## config.mk

```make
export PLATFORM = sky130hd
export DESIGN_NAME = m44i_queue
export DESIGN_NICKNAME = d
export VERILOG_FILES = /design/src/rtl/core/m44i_pkg.sv /design/src/rtl/core/m44i_queue.sv
export SDC_FILE = /design/constraint.sdc
export NUM_CORES = 1
export LEC_CHECK = 0
export ABC_CLOCK_PERIOD_IN_PS = 2500
export BUFFER_PORTS_ARGS = -buffer_cell sky130_fd_sc_hd__buf_2
export CAP_MARGIN = 30
export CORE_ASPECT_RATIO = 0.7
export CORE_MARGIN = 1.5
export CORE_UTILIZATION = 45
export CTS_BUF_LIST = sky130_fd_sc_hd__clkbuf_4 sky130_fd_sc_hd__clkbuf_8
export CTS_CLUSTER_DIAMETER = 60
export DETAILED_ROUTE_END_ITERATION = 10
export GPL_TIMING_DRIVEN = 0
export PLACE_DENSITY = 0.67
export SETUP_SLACK_MARGIN = 0.3
export SLEW_MARGIN = 20
export SYNTH_ARGS = -nofsm -noshare
export SYNTH_HDL_FRONTEND = slang
export SYNTH_SLANG_ARGS = --single-unit
export TNS_END_PERCENT = 1
```

## constraint.sdc

```tcl
create_clock -name clk -period 2.5 [get_ports clk]
set_input_delay 0.5 -clock clk [delete_from_list [all_inputs] [get_ports clk]]
set_output_delay 0.5 -clock clk [all_outputs]
set_load 0.01 [all_outputs]
```

## src/rtl/core/m44i_pkg.sv

```systemverilog
// ----------------------------------------------------------------------------
// m44i_pkg
// Types and constants shared by the 4x4 matrix inverse modules.
// ----------------------------------------------------------------------------
`default_nettype none

package m44i_pkg;

  localparam int DATA_W      = 32;
  localparam int IDX_W       = 4;
  localparam int ELEMS       = 16;
  localparam int QUEUE_DEPTH = 4;
  localparam int QPTR_W      = 2;
  localparam int MINORS      = 18;
  localparam int MINOR_AW    = 5;
  localparam int MIN_W       = 65;
  localparam int COF_W       = 97;
  localparam int ACC_W       = 131;
  localparam int OPB_W       = 33;
  localparam int PROD_W      = 66;
  localparam int DIV_W       = 165;
  localparam int WAIT_CYCLES = 3;

  typedef struct packed {
    logic [DATA_W-1:0] value;
    logic [IDX_W-1:0]  index;
  } elem_t;

  typedef enum logic [3:0] {
    ST_LOAD,
    ST_MINOR,
    ST_COF,
    ST_DET,
    ST_WAIT,
    ST_DSETUP,
    ST_DREAD,
    ST_DGO,
    ST_DRUN,
    ST_EMIT
  } state_t;

  typedef enum logic [1:0] {
    DV_IDLE,
    DV_PREP,
    DV_RUN,
    DV_DONE
  } div_state_t;

  typedef enum logic [1:0] {
    SRC_ELEM,
    SRC_MINOR,
    SRC_COF
  } src_t;

  typedef enum logic [1:0] {
    DST_MINOR,
    DST_COF,
    DST_DET
  } dst_t;

  typedef struct packed {
    logic                valid;
    src_t                src;
    dst_t                dst;
    logic [1:0]          limb;
    logic                neg;
    logic                first;
    logic                last;
    logic [MINOR_AW-1:0] dest;
  } mac_op_t;

  typedef struct packed {
    logic             start;
    logic [COF_W-1:0] cof;
    logic [ACC_W-1:0] det_mag;
    logic             det_neg;
  } div_req_t;

  typedef struct packed {
    logic              done;
    logic [DATA_W-1:0] quot;
  } div_rsp_t;

  function automatic logic [1:0] col_lo(input logic [2:0] cp);
    case (cp)
      3'd0, 3'd1, 3'd2: col_lo = 2'd0;
      3'd3, 3'd4:       col_lo = 2'd1;
      default:          col_lo = 2'd2;
    endcase
  endfunction

  function automatic logic [1:0] col_hi(input logic [2:0] cp);
    case (cp)
      3'd0:       col_hi = 2'd1;
      3'd1, 3'd3: col_hi = 2'd2;
      default:    col_hi = 2'd3;
    endcase
  endfunction

  function automatic logic [2:0] pair_index(input logic [1:0] a, input logic [1:0] b);
    if (a == 2'd0) begin
      pair_index = {1'b0, b} - 3'd1;
    end else if (a == 2'd1) begin
      pair_index = {1'b0, b} + 3'd1;
    end else begin
      pair_index = 3'd5;
    end
  endfunction

endpackage

`default_nettype wire

```

## src/rtl/core/m44i_queue.sv

```systemverilog
// ----------------------------------------------------------------------------
// m44i_queue
// Short first-in first-out queue between the front and the compute engine.
// ----------------------------------------------------------------------------
`default_nettype none

module m44i_queue (
  input  wire logic            clk,
  input  wire logic            rst,
  input  wire m44i_pkg::elem_t push_data,
  input  wire logic            push_valid,
  output logic                 push_ready,
  output m44i_pkg::elem_t      pop_data,
  output logic                 pop_valid,
  input  wire logic            pop
);

  m44i_pkg::elem_t                store [m44i_pkg::QUEUE_DEPTH];
  logic [m44i_pkg::QPTR_W-1:0]    wr_ptr;
  logic [m44i_pkg::QPTR_W-1:0]    rd_ptr;
  logic [m44i_pkg::QPTR_W:0]      count;
  logic                           do_push;
  logic                           do_pop;

  assign push_ready = (count != (m44i_pkg::QPTR_W + 1)'(m44i_pkg::QUEUE_DEPTH));
  assign pop_valid  = (count != '0);
  assign pop_data   = store[rd_ptr];
  assign do_push    = push_valid && push_ready;
  assign do_pop     = pop && pop_valid;

  always_ff @(posedge clk) begin
    if (do_push) begin
      store[wr_ptr] <= push_data;
    end
  end

  always_ff @(posedge clk) begin
    if (rst) begin
      wr_ptr <= '0;
      rd_ptr <= '0;
      count  <= '0;
    end else begin
      if (do_push) begin
        wr_ptr <= wr_ptr + m44i_pkg::QPTR_W'(1);
      end
      if (do_pop) begin
        rd_ptr <= rd_ptr + m44i_pkg::QPTR_W'(1);
      end
      if (do_push && !do_pop) begin
        count <= count + (m44i_pkg::QPTR_W + 1)'(1);
      end else if (!do_push && do_pop) begin
        count <= count - (m44i_pkg::QPTR_W + 1)'(1);
      end
    end
  end

endmodule

`default_nettype wire

```

After elaboration in Yosys (flattened, before gate mapping)
Memories as Yosys holds them, arrays and structs flattened. A register that Yosys moved wholly into a read port is not among the register bits.
Index checks and enable logic that the tools add are counted.
{"block": "classes", "n_addsub": 4, "mul": 0, "n_mux": 6, "n_eq_ne": 1, "n_div": 0, "n_reduce_logical": 8, "shifts": 0, "n_lt_le_gt_ge": 0, "n_bitwise": 0}
{"operator": "3-bit 2-to-1 mux", "count": 2}
{"operator": "2-bit by 1-bit adder with 2-bit output (second input constant)", "count": 2}
{"operator": "1-bit logical AND", "count": 4}
{"operator": "2-bit 2-to-1 mux", "count": 2}
{"operator": "3-bit by 1-bit adder with 3-bit output (second input constant)", "count": 1}
{"operator": "3-bit inequality test (second input constant)", "count": 1}
{"operator": "3-bit nonzero test", "count": 1}
{"operator": "3-bit by 1-bit subtractor with 3-bit output (second input constant)", "count": 1}
{"operator": "1-bit zero test", "count": 2}
{"operator": "1-bit 2-to-1 mux", "count": 2}
{"operator": "2-bit nonzero test", "count": 1}
{"block": "totals", "elab_cells": 23, "ramBits": 144, "romBits": 0, "latchBits": 0, "input_bits": 40, "out_inout_bits": 38, "ff_bits": 7, "n_memories": 1}
{"memory": "store", "depth": 4, "word_bits": 36, "rd": 1, "rd_ports_with_merged_regs": 1, "wr": 1, "line_no": "m44i_queue.sv:18", "source": "m44i_pkg::elem_t store [m44i_pkg::QUEUE_DEPTH];"}

Depth between registers and ports, before layout
{"block": "depth", "ltp_word": 6, "ltp_mapped": 8, "depth_no_buf": 8}

Least setup slack after synthesis
No wires, ideal clock.
{"block": "synth_path", "path_type": "input -> register", "start": "in push_valid", "end": "mem store[2][0] in the netlist's numbering (enable)", "required_ns": 2.103, "setup_slack_ns": 0.419, "cell_stages": 2, "path_buffers": 0, "t_arrival_ns": 1.685, "setup_time_ns": 0.397, "path_cell_list": "a21boi_2 -> and2_1"}
{"block": "synth_between", "elab_chain_cells": 3}
{"element": "from (decl)", "line_no": "m44i_queue.sv:11", "source": "input wire logic push_valid,"}
{"element": "1-bit logical AND", "line_no": "m44i_queue.sv:28", "source": "assign do_push = push_valid && push_ready;"}
{"element": "1-bit 2-to-1 mux", "line_no": "m44i_queue.sv:32", "source": "if (do_push) begin"}
{"element": "1-bit 2-to-1 mux (implied by the code)", "line_no": "m44i_queue.sv:33", "source": "store[wr_ptr] <= push_data;"}
{"element": "to (decl)", "line_no": "m44i_queue.sv:18"}
Every way passes these cells.

==> metrics.cfg <==
[outcome]
outcome=complete, no violations

[sta]
finalSetupViolations=0
fin_skew_ps=10.4
setup-tns-final_ps=0
max_slew_margin_pct=72.8
fin_ws_ps=213
fin_crit_sh_pct=91.5
period_minus_slack_ps=2290
rsz0062_at_grt=true
drv_slew=0
tightest_slew_ps=408
fmax_ghz=0.437
hold_viol=0

[floorplan]
die_y_um=97.3
io_pins=78
std_cell_rows=34
design.die.area_um2=13400
dieWidth_um=138
core_um2=12400
initial_core_util_pct=46.0

[critical_path]
max_stage_delay_ps=510
rrSetupSlack_ps=390
crit_buf_inv=3
cp_slowest_cell=mux4_2
cp_max_fo=8
timing.rr.start=count[1]
path_delay_family=multiplexers
cp_data_arrival_time_ps=1790
crit_type=flop to output port
worstPathRequired_ps=2000
path_cells=buf_12 -> clkbuf_16 -> mux4_2 -> buf_6
worst_setup_path_end_kind=output port
r2r_end=count[2]
rr_worst_depth=8
crit_path_start_kind=flop

[place]
routabilityCongestion=0.637
dp_hpwl_um=5940
pre_cts_ws_ps=225
numPortBuffers=76
placedCellCount=478

[final_layout]
fillerInstances=977
layout_common_cells=edfxtp_1 (144), buf_2 (71), mux4_2 (32)
synthToLayoutAreaGrowth_pct=21.9
layout_commonest_cell=edfxtp_1
final_layout_size_suffix_gt1_share_pct=46.8
final_cells=519
nets=390
antenna_cells=0
fin_util_pct=56.1

[synthesis]
synth_cell_type_count=25
synth_top_family_by_area=multiplexers
synth_area_um2=5710
synth_mux_area_share_pct=15.1
syn-num-nets=282
synth-adder-area-share_pct=1.45
synth_warnings=0
synthXorXnorAreaFrac_pct=0.613
yosys.area_share.simple_pct=1.47
synthCells=236
avgSynthCellArea_um2=24.2
seq_area_frac_synth_pct=78.8
synth_seq_cells=153
synth_compound_area_share_pct=0.657

[hold_path]
worstHoldStart=push_data[21]
holdPathEnd=store[0][21]
hold_path_class=input port to flop
hold_depth=1

[clock_network]
htreeDepth=4
numCtsBuffers=17
cts.clk_slew.worst_paths_ps=80
clk_latency_ps=430
ctsHoldBuffers=0
cts_root_buffer=clkbuf_8
clockBufferDepth=2
cts_sinks=153
cts_tree=done

[grt]
grt_start_max_net_pins=25
grtUsageMet2_pct=23.8
grt.overflow.total=0
grt_pass1_wl_um=14600
antenna_found_initial=1
use_met1_pct=20.5
grt_use_total_pct=15.5
grt_pass1_vias=2719
busiest_layer=met2
met3_usage_pct=4.49

[route]
wl_um=9700
dr.pass1.iters=4
initialDrtViolationCount=119
num_vias=2605
avgRoutedWirePerCell_um=18.7
route.antenna.remaining_nets=0
post-route-drc-count=0
vias_per_cell=5.02

[power]
leakage_nw=2.40
power_mw=7.10
ir_drop_uv=526
power_density_nw_per_um2=1020

[flow_run]
cap_violations=0

## stage by stage
| stage | hold WS [ps] | instance area [um^2] |
|---|---|---|
| 6_report | 275 | 6970 |
| 5_1_grt | 261 | 6970 |
| 4_1_cts | 250 | 6830 |
| 3_5_place_dp | 521 | 6380 |
| 3_3_place_gp | 502 | 6300 |
| 2_1_floorplan | 482 | 5710 |
## synth_stat cells (all sizes together)
master	n	share of area, %
o31ai	1	0.13
clkbuf	2	0.15
nand2	1	0.066
a21boi	1	0.20
o21ai	1	0.088
dfxtp	9	3.2
nand2b	2	0.22
a21oi	1	0.088
ha	5	1.1
xor2	4	0.61
and2	4	0.44
nor2	8	0.53
or3	2	0.22
inv	3	0.20
edfxtp	144	76
mux2	1	0.20
buf	7	1.5
mux2i	2	0.35
fa	1	0.35
mux4	36	15
o311ai	1	0.15
## where the power goes
part | leakage, nW | internal [mW] | switching, mW | total, mW
sequential | 1.39 | 3.11 | 0.0970 | 3.21
combinational | 0.801 | 1.06 | 0.881 | 1.94
clock | 0.207 | 1.09 | 0.866 | 1.95
total | 2.40 | 5.26 | 1.84 | 7.10
## cell type report
cell class / instances / area (um^2) / area share (%)
buffer: 9 / 111 / 1.60
clock buffer: 18 / 241 / 3.47
clock inverter: 14 / 179 / 2.57
inverter: 3 / 11.3 / 0.162
multi-input combinational: 71 / 1110 / 15.9
sequential: 153 / 4510 / 64.7
tap: 162 / 203 / 2.91
timing repair buffer: 89 / 608 / 8.73
## sequential cells by signal, summed over array words and instances, names as in the netlist, named ones only
signal,count
rd_ptr,2
wr_ptr,2
store,144
count,3
## cell families (layout without fill, tap and decap cells)
family	after synthesis	count (layout)
DFF	153	153
muxes	39	39
and+or+nand+nor	17	17
buffers and inverters	12	133
adders and majority gates	6	6
AOI/OAI and AO/OA	5	5
xor gates and xnor gates	4	4
## per-layer routing
layer | wire length (um) | up-vias
li1 | - | 1205
met1 | 4300 | 1321
met2 | 4700 | 60
met3 | 518 | 17
met4 | 160 | 2
met5 | 13 | -
## worst max path at each step
stage / from / endpoint / slack, ps / depth (start not counted)
3_5_place_dp: push_valid / count[2] / 230 / 8
2_1_floorplan: push_valid / store[2][0] / 420 / 2
6_report: flop / pop_data[28] / 210 / 4
3_3_place_gp: push_valid / store[0][30] / -380 / 3
4_1_cts: flop / pop_data[14] / 180 / 4
5_1_grt: flop / pop_data[12] / 150 / 4
## what timing repair did
action / in CTS / in global routing
endpoints found under the setup margin: 36 / 37
gates resized for setup: 3 / 12
pin swaps: 0 / 1
gates cloned: 0 / 4
buffers inserted: 3 / 2
## worst reg2reg max path, delay by kind of cell (launching register included)
kind | cells | cell delay (ps)
adder cells (fa/ha/maj) | 2 | 580
flip-flops | 1 | 460
AND/OR/NAND/NOR | 2 | 410
AO/OA/AOI/OAI | 2 | 350
XOR/XNOR | 1 | 180
buffers and inverters | 1 | 60
Power figures use the tool's default switching activity.
