`src/rtl/core/m44i_pkg.sv`:
```
// ----------------------------------------------------------------------------
// m44i_pkg
// Types and constants shared by the 4x4 matrix inverse modules.
// ----------------------------------------------------------------------------
`default_nettype none

package m44i_pkg;

  localparam int DATA_W      = 32;
  localparam int IDX_W       = 4;
  localparam int ELEMS       = 16;
  localparam int QUEUE_DEPTH = 4;
  localparam int QPTR_W      = 2;
  localparam int MINORS      = 18;
  localparam int MINOR_AW    = 5;
  localparam int MIN_W       = 65;
  localparam int COF_W       = 97;
  localparam int ACC_W       = 131;
  localparam int OPB_W       = 33;
  localparam int PROD_W      = 66;
  localparam int DIV_W       = 165;
  localparam int WAIT_CYCLES = 3;

  typedef struct packed {
    logic [DATA_W-1:0] value;
    logic [IDX_W-1:0]  index;
  } elem_t;

  typedef enum logic [3:0] {
    ST_LOAD,
    ST_MINOR,
    ST_COF,
    ST_DET,
    ST_WAIT,
    ST_DSETUP,
    ST_DREAD,
    ST_DGO,
    ST_DRUN,
    ST_EMIT
  } state_t;

  typedef enum logic [1:0] {
    DV_IDLE,
    DV_PREP,
    DV_RUN,
    DV_DONE
  } div_state_t;

  typedef enum logic [1:0] {
    SRC_ELEM,
    SRC_MINOR,
    SRC_COF
  } src_t;

  typedef enum logic [1:0] {
    DST_MINOR,
    DST_COF,
    DST_DET
  } dst_t;

  typedef struct packed {
    logic                valid;
    src_t                src;
    dst_t                dst;
    logic [1:0]          limb;
    logic                neg;
    logic                first;
    logic                last;
    logic [MINOR_AW-1:0] dest;
  } mac_op_t;

  typedef struct packed {
    logic             start;
    logic [COF_W-1:0] cof;
    logic [ACC_W-1:0] det_mag;
    logic             det_neg;
  } div_req_t;

  typedef struct packed {
    logic              done;
    logic [DATA_W-1:0] quot;
  } div_rsp_t;

  function automatic logic [1:0] col_lo(input logic [2:0] cp);
    case (cp)
      3'd0, 3'd1, 3'd2: col_lo = 2'd0;
      3'd3, 3'd4:       col_lo = 2'd1;
      default:          col_lo = 2'd2;
    endcase
  endfunction

  function automatic logic [1:0] col_hi(input logic [2:0] cp);
    case (cp)
      3'd0:       col_hi = 2'd1;
      3'd1, 3'd3: col_hi = 2'd2;
      default:    col_hi = 2'd3;
    endcase
  endfunction

  function automatic logic [2:0] pair_index(input logic [1:0] a, input logic [1:0] b);
    if (a == 2'd0) begin
      pair_index = {1'b0, b} - 3'd1;
    end else if (a == 2'd1) begin
      pair_index = {1'b0, b} + 3'd1;
    end else begin
      pair_index = 3'd5;
    end
  endfunction

endpackage

`default_nettype wire

```
`src/rtl/core/m44i_divider.sv`:
```
// ----------------------------------------------------------------------------
// m44i_divider
// Bit-serial restoring divider forming round(C * 2^(2F) / D), saturated.
// ----------------------------------------------------------------------------
`default_nettype none

module m44i_divider #(
  parameter int FRAC_BITS = 16
) (
  input  wire logic               clk,
  input  wire logic               rst,
  input  wire m44i_pkg::div_req_t req,
  output m44i_pkg::div_rsp_t      rsp
);

  localparam int SHIFT = 2 * FRAC_BITS + 1;

  m44i_pkg::div_state_t          state;
  m44i_pkg::div_state_t          state_next;
  logic [m44i_pkg::DIV_W-1:0]    rem;
  logic [m44i_pkg::DIV_W-1:0]    dsh;
  logic [m44i_pkg::DATA_W-1:0]   quot;
  logic [4:0]                    cnt;
  logic                          neg;
  logic                          sat;
  logic                          cof_neg;
  logic [m44i_pkg::COF_W-1:0]    cof_mag;
  logic                          ge;
  logic [m44i_pkg::DATA_W-1:0]   limit;
  logic [m44i_pkg::DATA_W-1:0]   clamped;

  assign cof_neg = req.cof[m44i_pkg::COF_W-1];
  assign cof_mag = cof_neg ? (~req.cof + m44i_pkg::COF_W'(1)) : req.cof;
  assign ge      = (rem >= dsh);
  assign limit   = neg ? 32'h8000_0000 : 32'h7FFF_FFFF;
  assign clamped = (sat || (quot > limit)) ? limit : quot;

  always_ff @(posedge clk) begin
    if (rst) begin
      state <= m44i_pkg::DV_IDLE;
    end else begin
      state <= state_next;
    end
  end

  always_comb begin
    state_next = state;
    rsp.done   = 1'b0;
    rsp.quot   = neg ? (~clamped + m44i_pkg::DATA_W'(1)) : clamped;
    case (state)
      m44i_pkg::DV_IDLE: begin
        if (req.start) begin
          state_next = m44i_pkg::DV_PREP;
        end
      end
      m44i_pkg::DV_PREP: begin
        state_next = m44i_pkg::DV_RUN;
      end
      m44i_pkg::DV_RUN: begin
        if (cnt == 5'd31) begin
          state_next = m44i_pkg::DV_DONE;
        end
      end
      m44i_pkg::DV_DONE: begin
        rsp.done   = 1'b1;
        state_next = m44i_pkg::DV_IDLE;
      end
      default: begin
        state_next = m44i_pkg::DV_IDLE;
      end
    endcase
  end

  always_ff @(posedge clk) begin
    case (state)
      m44i_pkg::DV_IDLE: begin
        rem <= (m44i_pkg::DIV_W'(cof_mag) << SHIFT) + m44i_pkg::DIV_W'(req.det_mag);
        dsh <= m44i_pkg::DIV_W'(req.det_mag) << 33;
        neg <= cof_neg ^ req.det_neg;
      end
      m44i_pkg::DV_PREP: begin
        sat  <= ge;
        dsh  <= dsh >> 1;
        cnt  <= '0;
        quot <= '0;
      end
      m44i_pkg::DV_RUN: begin
        if (ge) begin
          rem <= rem - dsh;
        end
        quot <= {quot[m44i_pkg::DATA_W-2:0], ge};
        dsh  <= dsh >> 1;
        cnt  <= cnt + 5'd1;
      end
      default: begin
      end
    endcase
  end

endmodule

`default_nettype wire

```
`config.mk`:
```
export PLATFORM = sky130hd
export DESIGN_NAME = m44i_divider
export DESIGN_NICKNAME = d
export VERILOG_FILES = /design/src/rtl/core/m44i_pkg.sv /design/src/rtl/core/m44i_divider.sv
export SDC_FILE = /design/constraint.sdc
export NUM_CORES = 1
export LEC_CHECK = 0
export BUFFER_PORTS_ARGS = -buffer_cell sky130_fd_sc_hd__buf_2
export CORE_UTILIZATION = 45
export DETAILED_ROUTE_END_ITERATION = 6
export PLACE_DENSITY_LB_ADDON = 0.12
export SYNTH_ARGS = -nofsm -noshare
export SYNTH_HDL_FRONTEND = slang
export SYNTH_SLANG_ARGS = --single-unit
```
`constraint.sdc`:
```
create_clock -name clk -period 8.65 [get_ports clk]
set_input_delay 1.73 -clock clk [delete_from_list [all_inputs] [get_ports clk]]
set_output_delay 1.73 -clock clk [all_outputs]
set_load 0.01 [all_outputs]
```
== After elaboration in Yosys (flattened, before gate mapping) ==
Cells that the tools add are included.

* Bits in registers: 371
* Latch bits: 0
* Memory bits (writable): 0
* Bits in read-only memories: 0
* Bits of input ports: 232
* Word-level logic and storage cells: 45
* Memories kept: 0

* Add/sub/neg operators: 5
* Multiply operators: 0
* Div/mod/pow operators: 0
* Magnitude comparators: 2
* Eq/ne operators: 7
* Shifts and indexed selects: 0
* Multiplexer cells: 13
* Bitwise logic cells: 3
* Reductions and logical operators: 8

{| class="wikitable"
|+ Operators with widths
! kind !! number
|-
| case mux 165 bit (2 select lines) || 2
|-
| greater-or-equal comparator 165 bit || 1
|-
| 2-to-1 mux 165 bit || 1
|-
| subtractor 165 bit || 1
|-
| adder 130 x 131 -> 132 bit || 1
|-
| adder 97 x 1 -> 97 bit (second input constant) || 1
|-
| 2-to-1 mux 97 bit || 1
|-
| inverter 97 bit || 1
|-
| 2-to-1 mux 32 bit || 3
|-
| case mux 32 bit (2 select lines) || 1
|-
| adder 32 x 1 -> 32 bit (second input constant) || 1
|-
| > comparator 32 bit || 1
|-
| inverter 32 bit || 1
|-
| case mux 5 bit (2 select lines) || 1
|-
| case mux 2 bit (4 select lines) || 1
|-
| inequality test 2 bit (second input constant) || 3
|-
| nonzero test 2 bit || 3
|-
| adder 5 x 1 -> 5 bit (second input constant) || 1
|-
| == test 5 bit (second input constant) || 1
|-
| == test 2 bit (second input constant) || 2
|-
| 2-to-1 mux 2 bit || 2
|-
| AND reduction 2 bit || 2
|-
| == test 2 x 1 -> 1 bit (second input constant) || 1
|-
| zero test 2 bit || 1
|-
| 4 further kinds || 4
|}

== Longest topological paths before layout ==
Gate-level depths: netlist (run 1).

* Word-level depth: 7
* Mapped depth: 25
* Mapped depth without buffers: 23

== Worst setup path after synthesis (run 1) ==
No wires, ideal clock.

* Path type: input to register
* From: input req[158] (netlist name)
* To: register rem[119] (netlist name) (data pin)
* Setup time: 0.256 ns
* Data arrival time: 6.889 ns
* Path slack: 1.505 ns
* Stages: 21
* Cells stage by stage: or4_4 > or3_4 > or4b_4 > nand2b_4 > or2_4 > or3_4 > nand2b_4 > buf_6 > o41ai_1 > xnor2_1 > ha_1 > nand2_1 > nor2_1 > nand2_1 > or4_1 > or4_1 > o21ai_0 > a41oi_1 > xnor2_1 > nor2_1 > a31o_2

* Longest elaborated chain between the ends: 5

{| class="wikitable"
|+ RTL lines
! element !! line !! RTL
|-
| from (decl) || m44i_divider.sv:12 || <nowiki>input wire m44i_pkg::div_req_t req,</nowiki>
|-
| inverter 97 bit || m44i_divider.sv:33 || <nowiki>assign cof_mag = cof_neg ? (~req.cof + m44i_pkg::COF_W'(1)) : req.cof;</nowiki>
|-
| adder 97 x 1 -> 97 bit || m44i_divider.sv:33 ||
|-
| 2-to-1 mux 97 bit * || m44i_divider.sv:33 ||
|-
| adder 130 x 131 -> 132 bit * || m44i_divider.sv:77 || <nowiki>rem <= (m44i_pkg::DIV_W'(cof_mag) << SHIFT) + m44i_pkg::DIV_W'(req.det_mag);</nowiki>
|-
| case mux 165 bit (2 select lines) * || m44i_divider.sv:75 || <nowiki>case (state)</nowiki>
|-
| to (signal assigned) || m44i_divider.sv:77 ||
|-
| to (signal assigned) || m44i_divider.sv:89 || <nowiki>rem <= rem - dsh;</nowiki>
|-
| to (decl) || m44i_divider.sv:20 || <nowiki>logic [m44i_pkg::DIV_W-1:0] rem;</nowiki>
|}

Every way passes the cells marked *; elsewhere a longest branch is shown, timed or not.
A chain may end at the register's enable or synchronous reset.

==> results of run 1 <==
## kinds of logic after synthesis
logic type / after synthesis
AOI/OAI and AO/OA: 1389
xor gates and xnor gates: 329
adders and majority gates: 308
buffers and inverters: 502
DFF: 370
muxes: 190
and+or+nand+nor: 1338
## placed cells by master, fill, tap and decap left out, types with 110 or more instances in the layout
cell type,netlist,final
edfxtp_1,368,368
o21ai_0,308,308
inv_1,279,277
buf_2,0,263
xnor2_1,222,222
ha_1,306,304
nand4_1,143,143
mux2_2,163,162
nor2_1,373,373
a21oi_1,488,488
a21o_1,110,110
nand2_1,366,366
## per-stage QoR
stage / setup WS [ps] / total power, mW / hold WS (ps) / utilization (%) / instance area, um^2
CTS: 785 / 19.2 / 530 / 50.2 / 40600
floorplan: 1510 / 13.2 / 524 / - / 37000
detailed placement: 854 / 17.1 / 544 / 48.2 / 39000
global placement: 873 / 17.1 / 537 / 48.2 / 39000
global route: 264 / 20.8 / 556 / 50.2 / 40600
finish: 863 / 19.4 / 535 / 50.2 / 40600
## final timing paths
kind / start / end / slack (ps) / depth (start not counted)
hold / removal: dsh[69] / dsh[68] / 540 / 1
hold reg to reg: dsh[69] / dsh[68] / 540 / 1
setup / recovery: neg / rsp[22] / 860 / 18
setup reg to reg: dsh[64] / rem[71] / 2570 / 15
## synthesized netlist by cell type, types with 11 or more instances
library cell    n  area share, %
a21oi_1       488            6.6
nor2_1        373            3.8
edfxtp_1      368             30
nand2_1       366            3.7
o21ai_0       308            4.2
ha_1          306             10
inv_1         279            2.8
xnor2_1       222            5.3
clkbuf_1      210            2.1
mux2_2        163            5.0
nand4_1       143            2.4
a21o_1        110            2.2
xor2_1        107            2.5
nor3_1         92            1.2
o21bai_1       85            1.7
and2_1         77            1.3
o31ai_1        60            1.2
o21a_1         57            1.2
nand3_1        48           0.65
a31oi_1        44           0.74
nor4_1         41           0.69
a211oi_1       39           0.79
nand2b_1       37           0.63
or3_1          32           0.54
a21boi_0       27           0.55
mux2i_1        27           0.73
or4_1          27           0.55
nor2b_1        20           0.34
or2_2          20           0.34
o211ai_1       19           0.39
o22ai_1        18           0.30
o41ai_1        17           0.40
and3_1         15           0.25
and4_1         11           0.26
buf_1          11           0.11
## final cells by class
class	instances	area, um^2
Antenna cell	3	7.51
Clock buffer	61	1290
Clock inverter	28	309
Fill cell	8011	40300
Inverter	280	1060
Multi-Input combinational cell	3554	24000
Sequential cell	370	11100
Tap cell	1060	1330
Timing Repair Buffer	290	1540
## state kept, by name (all words and copies together), names as in the netlist
register,cells
rem,165
dsh,164
quot,32
cnt,5
state,2
neg,1
sat,1
## power breakdown
part	internal, mW	total, mW	switching [mW]
combinational	4.73	13.3	8.61
clock	1.21	2.06	0.853
sequential	3.41	3.99	0.584
total	9.35	19.4	10.1
## layer usage
| metal | global-route usage, % | vias to the layer above | part of all wire (%) |
|---|---|---|---|
| li1 | - | 16600 | - |
| met1 | 41.8 | 16600 | 45 |
| met2 | 48.6 | 1135 | 46 |
| met3 | 3.91 | 161 | 6.4 |
| met4 | 8.19 | 0 | 2.6 |
| met5 | 0 | - | 0 |
==> impl_metrics.ini, run 1 <==
[yosys]
ys_types = 88
synthesis.area_mm2 = 0.0370
ys_ff_latch = 370
syn_area_per_cell_um2 = 8.35
ys.flop_type = edfxtp_1
synth.net_count = 4966
synthXorXnorAreaFrac_pct = 7.80
synthCells = 4426
seq_area_frac_synth_pct = 30.0
synth-edff-count = 368
synthMuxAreaShare_pct = 5.70
synth_top_family_by_area = compound AO/OA/AOI/OAI gates
synth-simple-area-share_pct = 17.6
async_flop_share_pct = 0
yosys_warnings = 0
synth_compound_area_share_pct = 23.3
synthAdderAreaFrac_pct = 10.5

[drt]
finalWirelength_mm = 128
drt-initial-drc-count = 2927
drt_pass1_iterations = 6
wl_per_cell_um = 22.7
avgViaCountPerCell = 6.10
drcViolationCount = 0
drt.antenna.violating_nets = 0
num_vias = 34500

[critical_path]
crit_buf_inv = 3
worstSetupPathType = flip-flop to output pin
end_kind = output pin
slowest_stage = or4_1
critPathMaxStageDelay_ps = 520
worstPathRequired_ps = 6920
critical-path-top-delay-family = simple AND/OR/NAND/NOR gates
arrival_ps = 6060
cp_max_fo = 50
start_kind = flip-flop
cp_cell_sequence = buf_4 -> ha_1 -> nand4_1 -> nor4_1 -> o21ai_0 -> a21oi_1 -> or2_2 -> buf_4 -> nand2_1 -> o21ai_0 -> ha_1 -> nand2_1 -> or4_1 -> nor3_1 -> a32oi_1 -> a31oi_1 -> a2bb2oi_1 -> buf_2

[clock_tree]
cts_tree = built
clockBufferDepth = 3
cts_hold_buf = 0
htreeDepth = 2
cts_resized = 0
clkSinkCount = 370
clkTransAtPathRegs_ps = 60
cts_setup_buffers = 0
clk_latency_ps = 620
cts_buffers = 48
root_buffer = clkbuf_16

[sta]
finalCriticalPeriod_ps = 7790
slew_headroom_pct = 3.75
tightest_slew_ps = 1440
setup_viol = 0
fmax_mhz = 128
finalHoldViolations = 0
finalClockSkew_ps = 44.6
finalSetupTns_ps = 0
fin_crit_sh_pct = 90.0
rsz0062_at_grt = false
slew_viol_final = 0

[placed_design]
dp.cells = 5554
dpl.hpwl_mm = 103
gp_congestion = 0.969
port_buffers = 264

[global_route]
grt_pass1_vias = 32200
grt_pass1_wl_mm = 192
grt_usage_pct = 30.0
antenna_found_initial = 3
grt_max_degree = 205
grt_overflow = 0

[outcome]
run_status = complete, no violations

[final_layout]
syn2layout_area_growth_pct = 9.97
drive_gt1_share_pct = 12.6
fin_nets = 5084
fin_cells = 5646

[floorplanning]
dieWidth_um = 289
coreArea_mm2 = 0.0809
die_area_mm2 = 0.0833
ios = 265
start_util_pct = 45.7
dieHeight_um = 289
rows = 104

[run]
max_cap_viol_count = 0

[min_path]
worstHoldPathType = flip-flop to flip-flop

[pwr]
vdd_ir_drop_max_uv = 316
p_leak_nw = 16.3
powerDensity_mw_per_mm2 = 477
Note: power is estimated with default switching activity, not from simulation.
==> inputs of run 2 (changes only) <==
- GPL_TIMING_DRIVEN: unset -> 0
==> impl_metrics.ini, run 2 (synthesis gave the netlist of run 1 again) <==
[outcome]
run_status = complete, no violations

[min_path]
worstHoldPathType = flip-flop to flip-flop

[sta]
slew_viol_final = 0
finalHoldViolations = 0
rsz0062_at_grt = true
slew_headroom_pct = 3.38
hold_ws_ps = 557
finalCriticalPeriod_ps = 8330
finalClockSkew_ps = 28.9
finalSetupTns_ps = 0
fin_crit_sh_pct = 96.3
tightest_slew_ps = 1450
setup_viol = 0
fmax_mhz = 120

[final_layout]
final.fill_count = 8021
seq_area_mm2 = 0.0111
multiInputGateArea_mm2 = 0.0240
fin_nets = 5283
largest_register_ffs = 165
largest-register = rem
final_cell_mix = a21oi_1 (487), nor2_1 (373), edfxtp_1 (368)
syn2layout_area_growth_pct = 11.7
top_regs = rem (165), dsh (164), quot (32)
drive_gt1_share_pct = 11.7
final_common_cell = a21oi_1

[pwr]
vdd_ir_drop_max_uv = 327
p_leak_nw = 16.4
powerDensity_mw_per_mm2 = 476
fin_total_pwr_mw = 19.6

[critical_path]
arrival_ps = 6600
critical-path-top-delay-family = simple AND/OR/NAND/NOR gates
critPathMaxStageDelay_ps = 420
path_common_cell = nand2_1
cp_cell_sequence = clkinv_1 -> clkbuf_2 -> ha_1 -> nand4_1 -> nor4_2 -> o21ai_0 -> a21oi_2 -> or2_2 -> clkbuf_1 -> clkbuf_2 -> nand2_1 -> o21ai_1 -> ha_1 -> clkbuf_1 -> nand2_1 -> nor2_1 -> nand2_1 -> or3_1 -> nor2_1 -> nand3_1 -> a31o_2 -> o32ai_1 -> buf_2
cp_max_fo = 11
worstPathRequired_ps = 6920
start_kind = flip-flop
slowest_stage = edfxtp_1
worstSetupPathType = flip-flop to output pin
crit_buf_inv = 6
end_kind = output pin

[global_route]
grt_pass1_vias = 33400
grt_usage_pct = 32.3
antenna_found_initial = 2
grt_max_degree = 103
grt_overflow = 0
grt_pass1_wl_mm = 204

[clock_tree]
cts_hold_buf = 0
clockBufferDepth = 3
clk_latency_ps = 620
clkTransAtPathRegs_ps = 60
clkSinkCount = 370
htreeDepth = 2
cts_tree = built
root_buffer = clkbuf_16
cts_buffers = 48

[drt]
finalWirelength_mm = 138
drt.antenna.violating_nets = 0
drt_pass1_iterations = 5
drt-initial-drc-count = 3407
drcViolationCount = 0
wl_per_cell_um = 23.7
num_vias = 35800
avgViaCountPerCell = 6.13

[floorplanning]
coreArea_mm2 = 0.0809
dieWidth_um = 289
ios = 265
rows = 104
start_util_pct = 45.7
dieHeight_um = 289
die_area_mm2 = 0.0833

[placed_design]
port_buffers = 263
gp_congestion = 0.979
dpl.hpwl_mm = 112

[run]
max_cap_viol_count = 0
## run 2: cell types whose count changed in the layout (fill, tap and decap cells not counted), sizes merged
cell	change
buf	-11
clkbuf	+205
clkinv	-4
clkinvlp	-2
diode	-1
inv	+4
## run 2: layout make-up
class                   count  area share, %
multi-input cells        3554           58.2
flip-flops and latches    370           26.9
well taps                1060           3.21
inverters                 280           2.57
clock inverters            26          0.685
diodes                      2         0.0121
clock buffers              56           3.04
repair buffers            267           3.37
plain buffers             222           2.05
## run 2: per-layer routing
metal	track usage (%)	up-vias	share of wire, %
met2	51.9	1379	45
li1	-	16900	-
met3	3.61	218	6.5
met1	44.5	17200	45
met4	11.7	2	3.8
met5	0	-	0.0094
## run 2: worst paths after layout
check / end / start / slack (ps) / cells after the start
setup reg to reg: rem[75] / rem[22] / 1860 / 14
hold / removal: dsh[20] / dsh[21] / 560 / 1
setup / recovery: rsp[28] / neg / 320 / 23
hold reg to reg: dsh[20] / dsh[21] / 560 / 1
## run 2: repair_timing
action	in CTS	in global routing
resized for setup	1	7
buffers inserted	2	0
endpoints found under the setup margin	14	11
## run 2: per-stage QoR
step | worst slack [ps] | instances | util, % | instance area [um^2]
final | 317 | 5837 | 51.0 | 41300
after global routing | -99.9 | 5835 | 51.0 | 41300
after CTS | 40.1 | 5835 | 50.9 | 41200
after detailed placement | -635 | 5751 | 49.0 | 39700
after global placement | -425 | 5749 | 48.9 | 39600
after floorplan | 1510 | 4426 | - | 37000
## run 2: report_power, final
part	switching (mW)	internal, mW
Clock	0.860	1.18
Sequential	0.504	3.40
Combinational	9.00	4.69
## run 2: worst reg2reg max path: cells and delay by family (launching register included)
kind | cells | cell delay [ps]
DFF | 1 | 370
and+or+nand+nor | 5 | 1210
AOI/OAI and AO/OA | 5 | 3100
adders and majority gates | 1 | 280
buffers and inverters | 2 | 730
muxes | 1 | 610
