[config.mk]
export PLATFORM = sky130hd
export DESIGN_NAME = m44i_front
export DESIGN_NICKNAME = d
export VERILOG_FILES = /design/src/rtl/core/m44i_pkg.sv /design/src/rtl/core/m44i_front.sv
export SDC_FILE = /design/constraint.sdc
export NUM_CORES = 1
export LEC_CHECK = 0
export ABC_CLOCK_PERIOD_IN_PS = 900
export BUFFER_PORTS_ARGS = -buffer_cell sky130_fd_sc_hd__buf_2
export CAP_MARGIN = 20
export CORE_UTILIZATION = 23
export DETAILED_ROUTE_END_ITERATION = 16
export PLACE_DENSITY = 0.73
export SLEW_MARGIN = 20
export SYNTH_ARGS = -nofsm -noshare
export SYNTH_HDL_FRONTEND = slang
export SYNTH_SLANG_ARGS = --single-unit
export TNS_END_PERCENT = 10
[constraint.sdc]
create_clock -name clk -period 0.9 [get_ports clk]
set_input_delay 0 -clock clk [delete_from_list [all_inputs] [get_ports clk]]
set_output_delay 0 -clock clk [all_outputs]
set_load 0.01 [all_outputs]
[src/rtl/core/m44i_pkg.sv]
// ----------------------------------------------------------------------------
// m44i_pkg
// Types and constants shared by the 4x4 matrix inverse modules.
// ----------------------------------------------------------------------------
`default_nettype none

package m44i_pkg;

  localparam int DATA_W      = 32;
  localparam int IDX_W       = 4;
  localparam int ELEMS       = 16;
  localparam int QUEUE_DEPTH = 4;
  localparam int QPTR_W      = 2;
  localparam int MINORS      = 18;
  localparam int MINOR_AW    = 5;
  localparam int MIN_W       = 65;
  localparam int COF_W       = 97;
  localparam int ACC_W       = 131;
  localparam int OPB_W       = 33;
  localparam int PROD_W      = 66;
  localparam int DIV_W       = 165;
  localparam int WAIT_CYCLES = 3;

  typedef struct packed {
    logic [DATA_W-1:0] value;
    logic [IDX_W-1:0]  index;
  } elem_t;

  typedef enum logic [3:0] {
    ST_LOAD,
    ST_MINOR,
    ST_COF,
    ST_DET,
    ST_WAIT,
    ST_DSETUP,
    ST_DREAD,
    ST_DGO,
    ST_DRUN,
    ST_EMIT
  } state_t;

  typedef enum logic [1:0] {
    DV_IDLE,
    DV_PREP,
    DV_RUN,
    DV_DONE
  } div_state_t;

  typedef enum logic [1:0] {
    SRC_ELEM,
    SRC_MINOR,
    SRC_COF
  } src_t;

  typedef enum logic [1:0] {
    DST_MINOR,
    DST_COF,
    DST_DET
  } dst_t;

  typedef struct packed {
    logic                valid;
    src_t                src;
    dst_t                dst;
    logic [1:0]          limb;
    logic                neg;
    logic                first;
    logic                last;
    logic [MINOR_AW-1:0] dest;
  } mac_op_t;

  typedef struct packed {
    logic             start;
    logic [COF_W-1:0] cof;
    logic [ACC_W-1:0] det_mag;
    logic             det_neg;
  } div_req_t;

  typedef struct packed {
    logic              done;
    logic [DATA_W-1:0] quot;
  } div_rsp_t;

  function automatic logic [1:0] col_lo(input logic [2:0] cp);
    case (cp)
      3'd0, 3'd1, 3'd2: col_lo = 2'd0;
      3'd3, 3'd4:       col_lo = 2'd1;
      default:          col_lo = 2'd2;
    endcase
  endfunction

  function automatic logic [1:0] col_hi(input logic [2:0] cp);
    case (cp)
      3'd0:       col_hi = 2'd1;
      3'd1, 3'd3: col_hi = 2'd2;
      default:    col_hi = 2'd3;
    endcase
  endfunction

  function automatic logic [2:0] pair_index(input logic [1:0] a, input logic [1:0] b);
    if (a == 2'd0) begin
      pair_index = {1'b0, b} - 3'd1;
    end else if (a == 2'd1) begin
      pair_index = {1'b0, b} + 3'd1;
    end else begin
      pair_index = 3'd5;
    end
  endfunction

endpackage

`default_nettype wire

[src/rtl/core/m44i_front.sv]
// ----------------------------------------------------------------------------
// m44i_front
// Accepts matrix elements and tags each with its row-major position.
// ----------------------------------------------------------------------------
`default_nettype none

module m44i_front (
  input  wire logic                       clk,
  input  wire logic                       rst,
  input  wire logic [m44i_pkg::DATA_W-1:0] element_value,
  input  wire logic                       in_valid,
  output logic                            in_ready,
  output m44i_pkg::elem_t                 push_data,
  output logic                            push_valid,
  input  wire logic                       push_ready
);

  logic [m44i_pkg::IDX_W-1:0] load_count;

  assign in_ready         = push_ready;
  assign push_valid       = in_valid;
  assign push_data.value  = element_value;
  assign push_data.index  = load_count;

  always_ff @(posedge clk) begin
    if (rst) begin
      load_count <= '0;
    end else if (in_valid && push_ready) begin
      load_count <= load_count + m44i_pkg::IDX_W'(1);
    end
  end

endmodule

`default_nettype wire

---- Word level (Yosys, flattened, before mapping) ----
Cells that the tools add are included.
storage, ports and cells
  flip-flop bits (word level) ............. 4
  input bits .............................. 36
  output and inout port bits .............. 38
  logic and storage cells ................. 3
operators by class
  add/sub/neg operators ................... 1
  reduce and logical (&&, ||, !) cells .... 1
operators by type and width
  cell                 number
  $add 4x1->4 const B  1
  $logic_and 1x1->1    1

---- Depth between registers and ports, before layout ----
Gate-level depths: netlist (run 1).
  word-level depth ........................ 1
  mapped depth ............................ 4
  mapped depth without buffers ............ 4

---- Least setup slack after synthesis (run 1) ----
No wires, ideal clock.
  path type ............................... register -> register
  start ................................... reg load_count[0] in the netlist's numbering
  end ..................................... reg load_count[3] in the netlist's numbering
  setup time .............................. 0.070 ns
  data arrival time ....................... 0.926 ns
  slack ................................... -0.096 ns
  cell stages (with the launch flop) ...... 4
  path through ............................ dfxtp_1 -> nand3_1 -> or3_1 -> a21oi_1
between the ends
  word-level cells in the longest chain between the ends .. 1
ends and longest elaborated chain
  item                      line              RTL
  start: declaration        m44i_front.sv:18  logic [m44i_pkg::IDX_W-1:0] load_count;
  start signal: assignment  m44i_front.sv:29  load_count <= load_count + m44i_pkg::IDX_W'(1);
  $add 4x1->4               m44i_front.sv:29
No other way between the ends.
A chain may end at the register's enable or synchronous reset.

---- Final worst setup path (run 1) ----
Same ends and word-level chain as after synthesis.

==> results of run 1 <==
-- path summary, 6_finish.rpt --
| check | startpoint | to | slack [ns] | cells past startpoint |
|---|---|---|---|---|
| min reg2reg | load_count[1] | load_count[1] | 0.50 | 2 |
| max | load_count[0] | load_count[3] | -0.03 | 3 |
| min | element_value[23] | push_data[27] | 0.000004 | 0 |
| max reg2reg | load_count[0] | load_count[3] | -0.03 | 3 |
-- final cells by class --
cell class	instances	area, µm²	area share [%]
Clock buffer	4	26.28	8.300
Timing Repair Buffer	12	70.07	22.13
Tap cell	25	31.28	9.881
Multi-Input combinational cell	14	100.1	31.62
Sequential cell	4	88.84	28.06
-- timing repair --
action	4_1_cts	5_1_grt
endpoints found under the hold margin	4	0
pin swaps	2	0
setup endpoints to repair	2	3
hold buffers	1	0
buffers inserted	0	0
resized for setup	2	2
cloned	0	0
-- routing by layer --
metal / wire length, µm / share of wire, % / vias up
li1: - / - / 93
met5: 0 / 0 / -
met4: 0 / 0 / 0
met1: 190 / 32 / 108
met3: 79 / 13 / 0
met2: 329 / 55 / 11
-- per-stage QoR --
| step | util, % | TNS [ns] | instance area, µm² |
|---|---|---|---|
| global route | 18.53 | -0.1564 | 316.6 |
| detailed placement | 15.60 | -0.02766 | 266.5 |
| CTS | 18.17 | -0.02681 | 310.3 |
| finish | 18.53 | -0.02773 | 316.6 |
| floorplan | - | -0.003525 | 430.4 |
| global placement | 15.60 | 0 | 266.5 |
-- synthesized netlist by cell type --
| cell | number |
|---|---|
| nand3_1 | 3 |
| dfxtp_1 | 4 |
| nand2_1 | 1 |
| or3_1 | 1 |
| buf_4 | 34 |
| ha_1 | 1 |
| xor2_1 | 2 |
| a21oi_1 | 2 |
| o21ai_0 | 1 |
| nor2_1 | 2 |
| nand2_2 | 1 |
-- cell families (layout without fill, tap and decap cells) --
kind of cell,Yosys count,count (layout),share of synthesized area [%]
AOI/OAI and AO/OA,3,3,3.581
adders and majority gates,1,1,2.985
and+or+nand+nor,8,8,9.254
buffers and inverters,34,16,60.89
xor gates and xnor gates,2,2,4.180
DFF,4,4,19.11
-- power breakdown --
| part | internal [µW] | switching [µW] | total (µW) |
|---|---|---|---|
| Combinational | 26.2 | 28.7 | 55.0 |
| Sequential | 182 | 6.59 | 189 |
| Clock | 167 | 80.7 | 248 |
| Total | 375 | 116 | 491 |
==> run summary, run 1 <==
vias in the first global route = 216
area share of the largest cell type after synthesis = 60.90%
busiest layer in global routing = met2
post-route setup slack = -0.02773 ns
global placer's final weighted congestion = 0.6631
pre-CTS setup slack = -0.01705 ns
met1 usage = 4.902%
slowest CP cell = dfxtp_4
Crit path largest cell delay = 0.35 ns
Global Route met3 Usage = 3.600%
yosys warns = 0
number of flip-flops in the largest register = 4
unrepaired setup endpoints after global routing = yes
CP bufs+invs = 0
nets = 72
Pins Over Slew Limit = 0
initial antenna violation count = 0
Mapped Area = 419.2 µm²
Cells after DPL = 54
Die H = 44.69 µm
worst endpoint data arrival time = 1.10 ns
io pins = 74
Largest regs = load_count (4)
area leader, netlist = buf_4
drt total wl = 599 µm
Max-Cap Viols = 0
global-route wire length before repair = 828 µm
DP HPWL = 463.7 µm
GRT Total Usage = 6.260%
failing checks = setup timing
CTS max path bufs = 2
final worst-path cycle share = 103.1%
share of cells above drive strength 1 = 64.71%
crit-path max FO = 3
Seq/Total Area, Yosys = 19.10%
critical path's top delay family = simple AND/OR/NAND/NOR gates
Core Rows = 15
Max-slew headroom = 84.86%
Synthesized Nets = 89
status = finished, violations left
skew final = 0.003582 ns
remaining global-route overflow = 0
H-tree depth = 1
Peak VDD IR = 312.1 µV
Cell Chain, Critical Path = nand3_2 > or3_1 > a21oi_2
clock latency on the worst-skew pair = 0.24 ns
WHS = 0.000003658 ns
CTS tree = done
largest register by flop count = load_count
Critical Path RT = 1.07 ns
Slew @ Worst Pin = 0.2247 ns
CP endpoint kind = register
library cells used by synthesis = 11
first-pass iteration count of the detailed router = 2
flops & latches, synth = 4
Placeable Area = 1708 µm²
GR Layer Usage met2 = 9.118%
First DRT Iteration DRCs = 2
critical path launch point type = register
Die Area = 1997 µm²
total power = 491.3 µW
largest cells by area after synthesis = buf_4 61%, dfxtp_1 19%, xor2_1 4.2%
syn avg cell area = 8.061 µm²
Final Non-Filler Cells = 59
Die X = 44.69 µm
DR WL/cell = 10.15 µm
Clock Sinks = 4
leakage power = 0.0001332 µW
Port Buffers = 9
largest net degree at the start of global routing = 5
commonest non-fill, non-tap cell in the layout = buf_2
HP Class = in -> out
initial core utilization = 24.54%
ANT nets after route = 0
Final min period = 0.9277 ns
most frequent cells in the layout = 9 x buf_2, 3 x clkbuf_4
routed vias/inst = 3.593
Synth Instances = 52
Area growth syn-to-layout = -24.48%
f_max = 1.078 GHz
CP Class = reg -> reg
drt drc = 0
diode count = 0
DR vias = 212
clock root buffer = clkbuf_4
Clock Pin Slew Worst Setup and Hold Paths = 0.04 ns
filler cell count = 205
final setup fails = 1
final hold viol count = 0
TritonCTS Buffers = 3
pwr dens = 1552 nW/µm²
Note: power is estimated with default switching activity, not from simulation.
==> inputs of run 2 (changes only) <==
--- a/config.mk
+++ b/config.mk
@@ -7,10 +7,11 @@
 export LEC_CHECK = 0
 export ABC_CLOCK_PERIOD_IN_PS = 900
 export BUFFER_PORTS_ARGS = -buffer_cell sky130_fd_sc_hd__buf_2
-export CAP_MARGIN = 20
+export CAP_MARGIN = 40
 export CORE_UTILIZATION = 23
 export DETAILED_ROUTE_END_ITERATION = 16
 export PLACE_DENSITY = 0.73
+export SETUP_SLACK_MARGIN = 0.4
 export SLEW_MARGIN = 20
 export SYNTH_ARGS = -nofsm -noshare
 export SYNTH_HDL_FRONTEND = slang
==> run 2 against run 1 <==
Compared with the run above:
- the flow finishes with violations (hold timing, setup timing)
- largest power group unchanged
- first-iteration DRC count is the same
- clock skew is 0.0012 ns lower
- sequential power decreased by 2%
- final cell count fell by 3.4%
- flip-flop and latch count unchanged
- wire length down 3.0%
- setup slack worse by 0.0047 ns
- highest routed layer is now met4
- clock power shrank 15%
- global-route usage is 0.094 points lower
- count of clock-buffer cells in the layout down 1
- fmax fell by 0.51%
- core utilization rose by 0.66 points
==> run summary, run 2 (synthesis gave the netlist of run 1 again) <==
clock root buffer = clkbuf_4
DR vias = 211 (-0.47%)
GRT Total Usage = 6.167% (-0.094 points)
failing checks = hold timing, setup timing
ANT nets after route = 0 (unchanged)
global-route wire length before repair = 793 µm (-4.2%)
clock latency on the worst-skew pair = 0.23 ns (about the same)
crit-path max FO = 3 (unchanged)
DR WL/cell = 10.19 µm (+0.40%)
hold path start = rst
Placeable Area = 1708 µm² (unchanged)
unrepaired setup endpoints after global routing = yes
first-pass iteration count of the detailed router = 2 (unchanged)
Final min period = 0.9325 ns (+0.004738 ns)
Net Sw Frac = 21.56% (-2.1 points)
commonest non-fill, non-tap cell in the layout = buf_2
initial antenna violation count = 0 (unchanged)
HP Class = in -> reg
total power = 454.7 µW (-7.4%)
largest net degree at the start of global routing = 5 (unchanged)
final hold viol count = 3 (+3)
Slew @ Worst Pin = 0.2277 ns (+0.002961 ns)
Core Rows = 15 (unchanged)
pwr dens = 1387 nW/µm² (-11%)
Cell Chain, Critical Path = nand3_2 > or3_4 > a21oi_2
Peak VDD IR = 380.4 µV (+22%)
Cells after DPL = 54 (unchanged)
leakage power = 0.0001353 µW (+1.5%)
drt total wl = 581 µm (-3.0%)
Clock Pin Slew Worst Setup and Hold Paths = 0.03 ns (about the same)
cell area after layout = 327.8 µm² (+3.6%)
most frequent cells in the layout = 7 x buf_2, 3 x clkbuf_4, 3 x dfxtp_4, 3 x buf_6
Die H = 44.69 µm (unchanged)
DP HPWL = 458.4 µm (-1.1%)
RR Startpoint = load_count[0]
Crit path largest cell delay = 0.34 ns (about the same)
drt drc = 0 (unchanged)
routed vias/inst = 3.702 (+3.0%)
First DRT Iteration DRCs = 2 (unchanged)
Area growth syn-to-layout = -21.79%
initial core utilization = 24.54% (unchanged)
switching power = 98.05 µW (-15%)
CTS max path bufs = 2 (unchanged)
vias in the first global route = 214 (-0.93%)
reg2reg path depth = 3 (unchanged)
critical path launch point type = register
final setup fails = 2 (+1)
largest register by flop count = load_count
Clk network pwr share = 46.3% (-4.1 points)
Largest regs = load_count (4)
Logic pwr share = 13.1% (+1.9 points)
CTS tree = done
nets = 71 (-1.4%)
final worst-path cycle share = 103.6% (+0.53 points)
r2r setup slk = -0.03 ns (about the same)
CP endpoint kind = register
TritonCTS Buffers = 3 (unchanged)
f_max = 1.072 GHz (-0.51%)
remaining global-route overflow = 0 (unchanged)
Hold Path Depth = 2 (+2)
Max-slew headroom = 84.66% (-0.20 points)
slowest CP cell = dfxtp_4
worst endpoint data arrival time = 1.10 ns (about the same)
status = finished, violations left
Pins Over Slew Limit = 0 (unchanged)
share of cells above drive strength 1 = 71.88% (+7.2 points)
Final Non-Filler Cells = 57 (-3.4%)
Die Area = 1997 µm² (unchanged)
diode count = 0 (unchanged)
pre-CTS setup slack = -0.04284 ns (-0.02579 ns)
CP Class = reg -> reg
sequential power share = 40.6% (+2.2 points)
number of flip-flops in the largest register = 4 (unchanged)
H-tree depth = 1 (unchanged)
Setup Total Neg Slack = -0.05377 ns (-0.02604 ns)
io pins = 74 (unchanged)
Clock Sinks = 4 (unchanged)
WHS Endpoint = load_count[1]
Critical Path RT = 1.06 ns (about the same)
R2R Path End = load_count[3]
Port Buffers = 9 (unchanged)
post-route setup slack = -0.03247 ns (-0.004738 ns)
Max-Cap Viols = 0 (unchanged)
DP Area = 269.0 µm² (+0.94%)
Die X = 44.69 µm (unchanged)
global placer's final weighted congestion = 0.7085 (+6.8%)
WHS = -0.009906 ns (-0.009910 ns)
Pint = 356.7 µW (-5.0%)
skew final = 0.002406 ns (-0.001176 ns)
-- run 2: area by class of cell --
| type | count | area, µm² |
|---|---|---|
| Tap cell | 25 | 31.28 |
| Fill cell | 205 | 1380 |
| Multi-Input combinational cell | 14 | 106.4 |
| Timing Repair Buffer | 11 | 76.32 |
| Clock buffer | 3 | 22.52 |
| Sequential cell | 4 | 91.34 |
-- run 2: power groups by stage --
stage                     clock network (µW)  registers (µW)  logic (µW)
after floorplan                            0             194         168
after global placement                     0             189        50.9
after detailed placement                   0             190        50.9
after CTS                                222             187        56.9
after global routing                     234             186        66.2
final                                    210             185        59.5
-- run 2: through the flow --
stage	util, %	hold slack, ns
floorplan	-	0.06165
global route	19.19	-0.008683
CTS	17.80	-0.03033
finish	19.19	-0.009906
global placement	15.75	0.00006862
detailed placement	15.75	0.00006862
-- run 2: worst max-delay path, delay by kind of cell (launching register included) --
kind             cells  cell delay, ns
AO/OA/AOI/OAI        1            0.12
flip-flops           1            0.34
AND/OR/NAND/NOR      2            0.40
-- run 2: worst max path at each step --
stage | to | depth (start not counted) | slack (ns) | startpoint
floorplan | load_count[3] | 3 | 0.003 | load_count[0]
global placement | load_count[2] | 4 | -0.01 | load_count[0]
detailed placement | load_count[3] | 3 | -0.04 | load_count[0]
CTS | load_count[3] | 3 | -0.05 | load_count[0]
global route | load_count[2] | 4 | -0.07 | load_count[0]
finish | load_count[3] | 3 | -0.03 | load_count[0]
-- run 2: repair_timing --
| item | CTS | global route |
|---|---|---|
| setup buffers | 0 | 0 |
| pin swaps | 0 | 1 |
| endpoints found under the setup margin | 8 | 8 |
| hold endpoints to repair | 4 | 1 |
| gates resized for setup | 2 | 6 |
-- run 2: metal layers --
| layer | vias up | routed length, µm | global-route usage, % |
|---|---|---|---|
| met5 | - | 0 | 0 |
| met4 | 0 | 17 | 9.697 |
| met3 | 6 | 74 | 4.000 |
| met2 | 12 | 339 | 9.412 |
| met1 | 102 | 150 | 3.902 |
| li1 | 91 | - | - |
==> inputs of run 3 (changes only) <==
--- a/config.mk
+++ b/config.mk
@@ -5,7 +5,7 @@
 export SDC_FILE = /design/constraint.sdc
 export NUM_CORES = 1
 export LEC_CHECK = 0
-export ABC_CLOCK_PERIOD_IN_PS = 900
+export ABC_CLOCK_PERIOD_IN_PS = 800
 export BUFFER_PORTS_ARGS = -buffer_cell sky130_fd_sc_hd__buf_2
 export CAP_MARGIN = 40
 export CORE_UTILIZATION = 23
==> constraint.sdc (replaced) <==
create_clock -name clk -period 0.8 [get_ports clk]
set_input_delay 0 -clock clk [delete_from_list [all_inputs] [get_ports clk]]
set_output_delay 0 -clock clk [all_outputs]
set_load 0.01 [all_outputs]
==> run 3 against run 2 <==
Compared with the run above:
- the flow still finishes with violations (hold timing, setup timing)
- register-to-register slack worse by 0.097 ns
- non-clock buffer count up 3
- fmax grew 0.33%
- hold slack worse by 0.0049 ns
- total power increased by 17%
- final cell count is 5.3% higher
- first-iteration DRC count down 100%
- final area up 15%
- global-route usage is 0.078 points higher
- wire length rose by 5.9%
- combinational power grew 40%
- critical path type unchanged
==> run summary, run 3 (synthesis gave the netlist of run 1 again) <==
status = finished, violations left
failing checks = hold timing, setup timing
Logic pwr share = 15.6% (+2.5 points)
sequential power share = 39.5% (-1.1 points)
CTS max path bufs = 2 (unchanged)
HP Class = in -> reg
Pint = 414.4 µW (+16%)
most frequent cells in the layout = 5 x buf_2, 5 x buf_6, 4 x buf_4, 3 x nand3_2, 3 x clkbuf_4
RR Startpoint = load_count[0]
H-tree depth = 1 (unchanged)
pre-CTS setup slack = -0.1120 ns (-0.06920 ns)
Final Non-Filler Cells = 60 (+5.3%)
DR vias = 218 (+3.3%)
number of flip-flops in the largest register = 4 (unchanged)
ANT nets after route = 0 (unchanged)
crit-path max FO = 3 (unchanged)
Hold Path Depth = 2 (unchanged)
unrepaired setup endpoints after global routing = yes
pwr dens = 1421 nW/µm² (+2.4%)
switching power = 118.9 µW (+21%)
Core Rows = 15 (unchanged)
vias in the first global route = 221 (+3.3%)
Final min period = 0.9294 ns (-0.003056 ns)
io pins = 74 (unchanged)
largest register by flop count = load_count
reg2reg path depth = 3 (unchanged)
Cells after DPL = 57 (+5.6%)
postcts setup bufs = 0 (unchanged)
initial core utilization = 24.54% (unchanged)
Area growth syn-to-layout = -10.45%
CP endpoint kind = register
remaining global-route overflow = 0 (unchanged)
Placeable Area = 1708 µm² (unchanged)
Layout Utilization = 21.98% (+2.8 points)
Pins Over Slew Limit = 0 (unchanged)
Critical Path Start = load_count[0]
Max-Cap Viols = 0 (unchanged)
post-route setup slack = -0.1294 ns (-0.09694 ns)
global-route wire length before repair = 869 µm (+9.6%)
drt drc = 0 (unchanged)
CP Class = reg -> reg
WHS = -0.01478 ns (-0.004872 ns)
largest net degree at the start of global routing = 5 (unchanged)
share of cells above drive strength 1 = 82.86% (+11 points)
nets = 74 (+4.2%)
GRT Total Usage = 6.245% (+0.078 points)
DR WL/cell = 10.25 µm (+0.56%)
filler cell count = 188 (-8.3%)
Port Buffers = 9 (unchanged)
Clk network pwr share = 44.9% (-1.4 points)
final setup fails = 4 (+2)
DP HPWL = 481.1 µm (+5.0%)
final worst-path cycle share = 116.2% (+13 points)
routed vias/inst = 3.633 (-1.8%)
critical path launch point type = register
clock root buffer = clkbuf_4
Slew @ Worst Pin = 0.2143 ns (-0.01341 ns)
clock latency on the worst-skew pair = 0.23 ns (about the same)
drt total wl = 615 µm (+5.9%)
diode count = 0 (unchanged)
Die H = 44.69 µm (unchanged)
Die Area = 1997 µm² (unchanged)
Max-slew headroom = 85.56% (+0.90 points)
worst endpoint data arrival time = 1.10 ns (about the same)
Setup Total Neg Slack = -0.3518 ns (-0.2980 ns)
leakage power = 0.0001480 µW (+9.4%)
skew final = 0.003957 ns (+0.001551 ns)
hold path start = rst
final hold viol count = 3 (unchanged)
initial antenna violation count = 0 (unchanged)
Critical Path RT = 0.97 ns (-0.09 ns)
first-pass iteration count of the detailed router = 1 (-1)
Die X = 44.69 µm (unchanged)
global placer's final weighted congestion = 0.6879 (-2.9%)
First DRT Iteration DRCs = 0 (-2)
Clock Sinks = 4 (unchanged)
Largest regs = load_count (4)
r2r setup slk = -0.13 ns (-0.10 ns)
TritonCTS Buffers = 3 (unchanged)
CTS tree = done
Clock Pin Slew Worst Setup and Hold Paths = 0.04 ns (about the same)
Net Sw Frac = 22.29% (+0.73 points)
Peak VDD IR = 434.7 µV (+14%)
f_max = 1.076 GHz (+0.33%)
[run 3: changes by cell type in the layout (fill, tap and decap cells not counted), sizes merged]
cell and delta:
buf +3
[run 3: layout make-up]
type                    count  area, µm²  area share [%]
multi-input cells          14      121.4           32.33
well taps                  25      31.28           8.333
flip-flops and latches      4      88.84           23.67
repair buffers             14      111.4           29.67
clock buffers               3      22.52           6.000
[run 3: through the flow]
stage | area, µm² | power [µW]
after floorplan | 432.9 | 407.1
after global placement | 291.5 | 276.8
after detailed placement | 291.5 | 277.2
after CTS | 345.3 | 539.2
after global routing | 375.4 | 576.1
final | 375.4 | 533.2
[run 3: worst paths after layout]
check,to
setup reg to reg,load_count[3]
hold reg to reg,load_count[3]
setup / recovery,load_count[3]
hold / removal,load_count[3]
[run 3: power by group through the flow]
stage               logic, µW  clock network [µW]  registers, µW
global route             92.3                 272            212
CTS                      73.1                 255            211
global placement         64.2                   0            213
detailed placement       63.4                   0            214
floorplan                 189                   0            218
finish                   83.2                 239            211
[run 3: routing by layer]
layer	part of all wire, %	up-vias	track usage (%)
li1	-	95	-
met1	24	107	4.623
met2	62	10	10.59
met3	11	6	2.800
met4	2.3	0	7.879
met5	0	-	0
[run 3: timing repair]
action | CTS | global route
pin swaps | 2 | 1
gates cloned | 0 | 0
endpoints found under the hold margin | 4 | 3
endpoints found under the setup margin | 8 | 8
gates resized for setup | 6 | 6
[run 3: critical path: stages (launching register included)]
cell and delay [ns]:
dfxtp_4 0.35, nand3_2 0.08, or3_4 0.33, a21oi_2 0.11
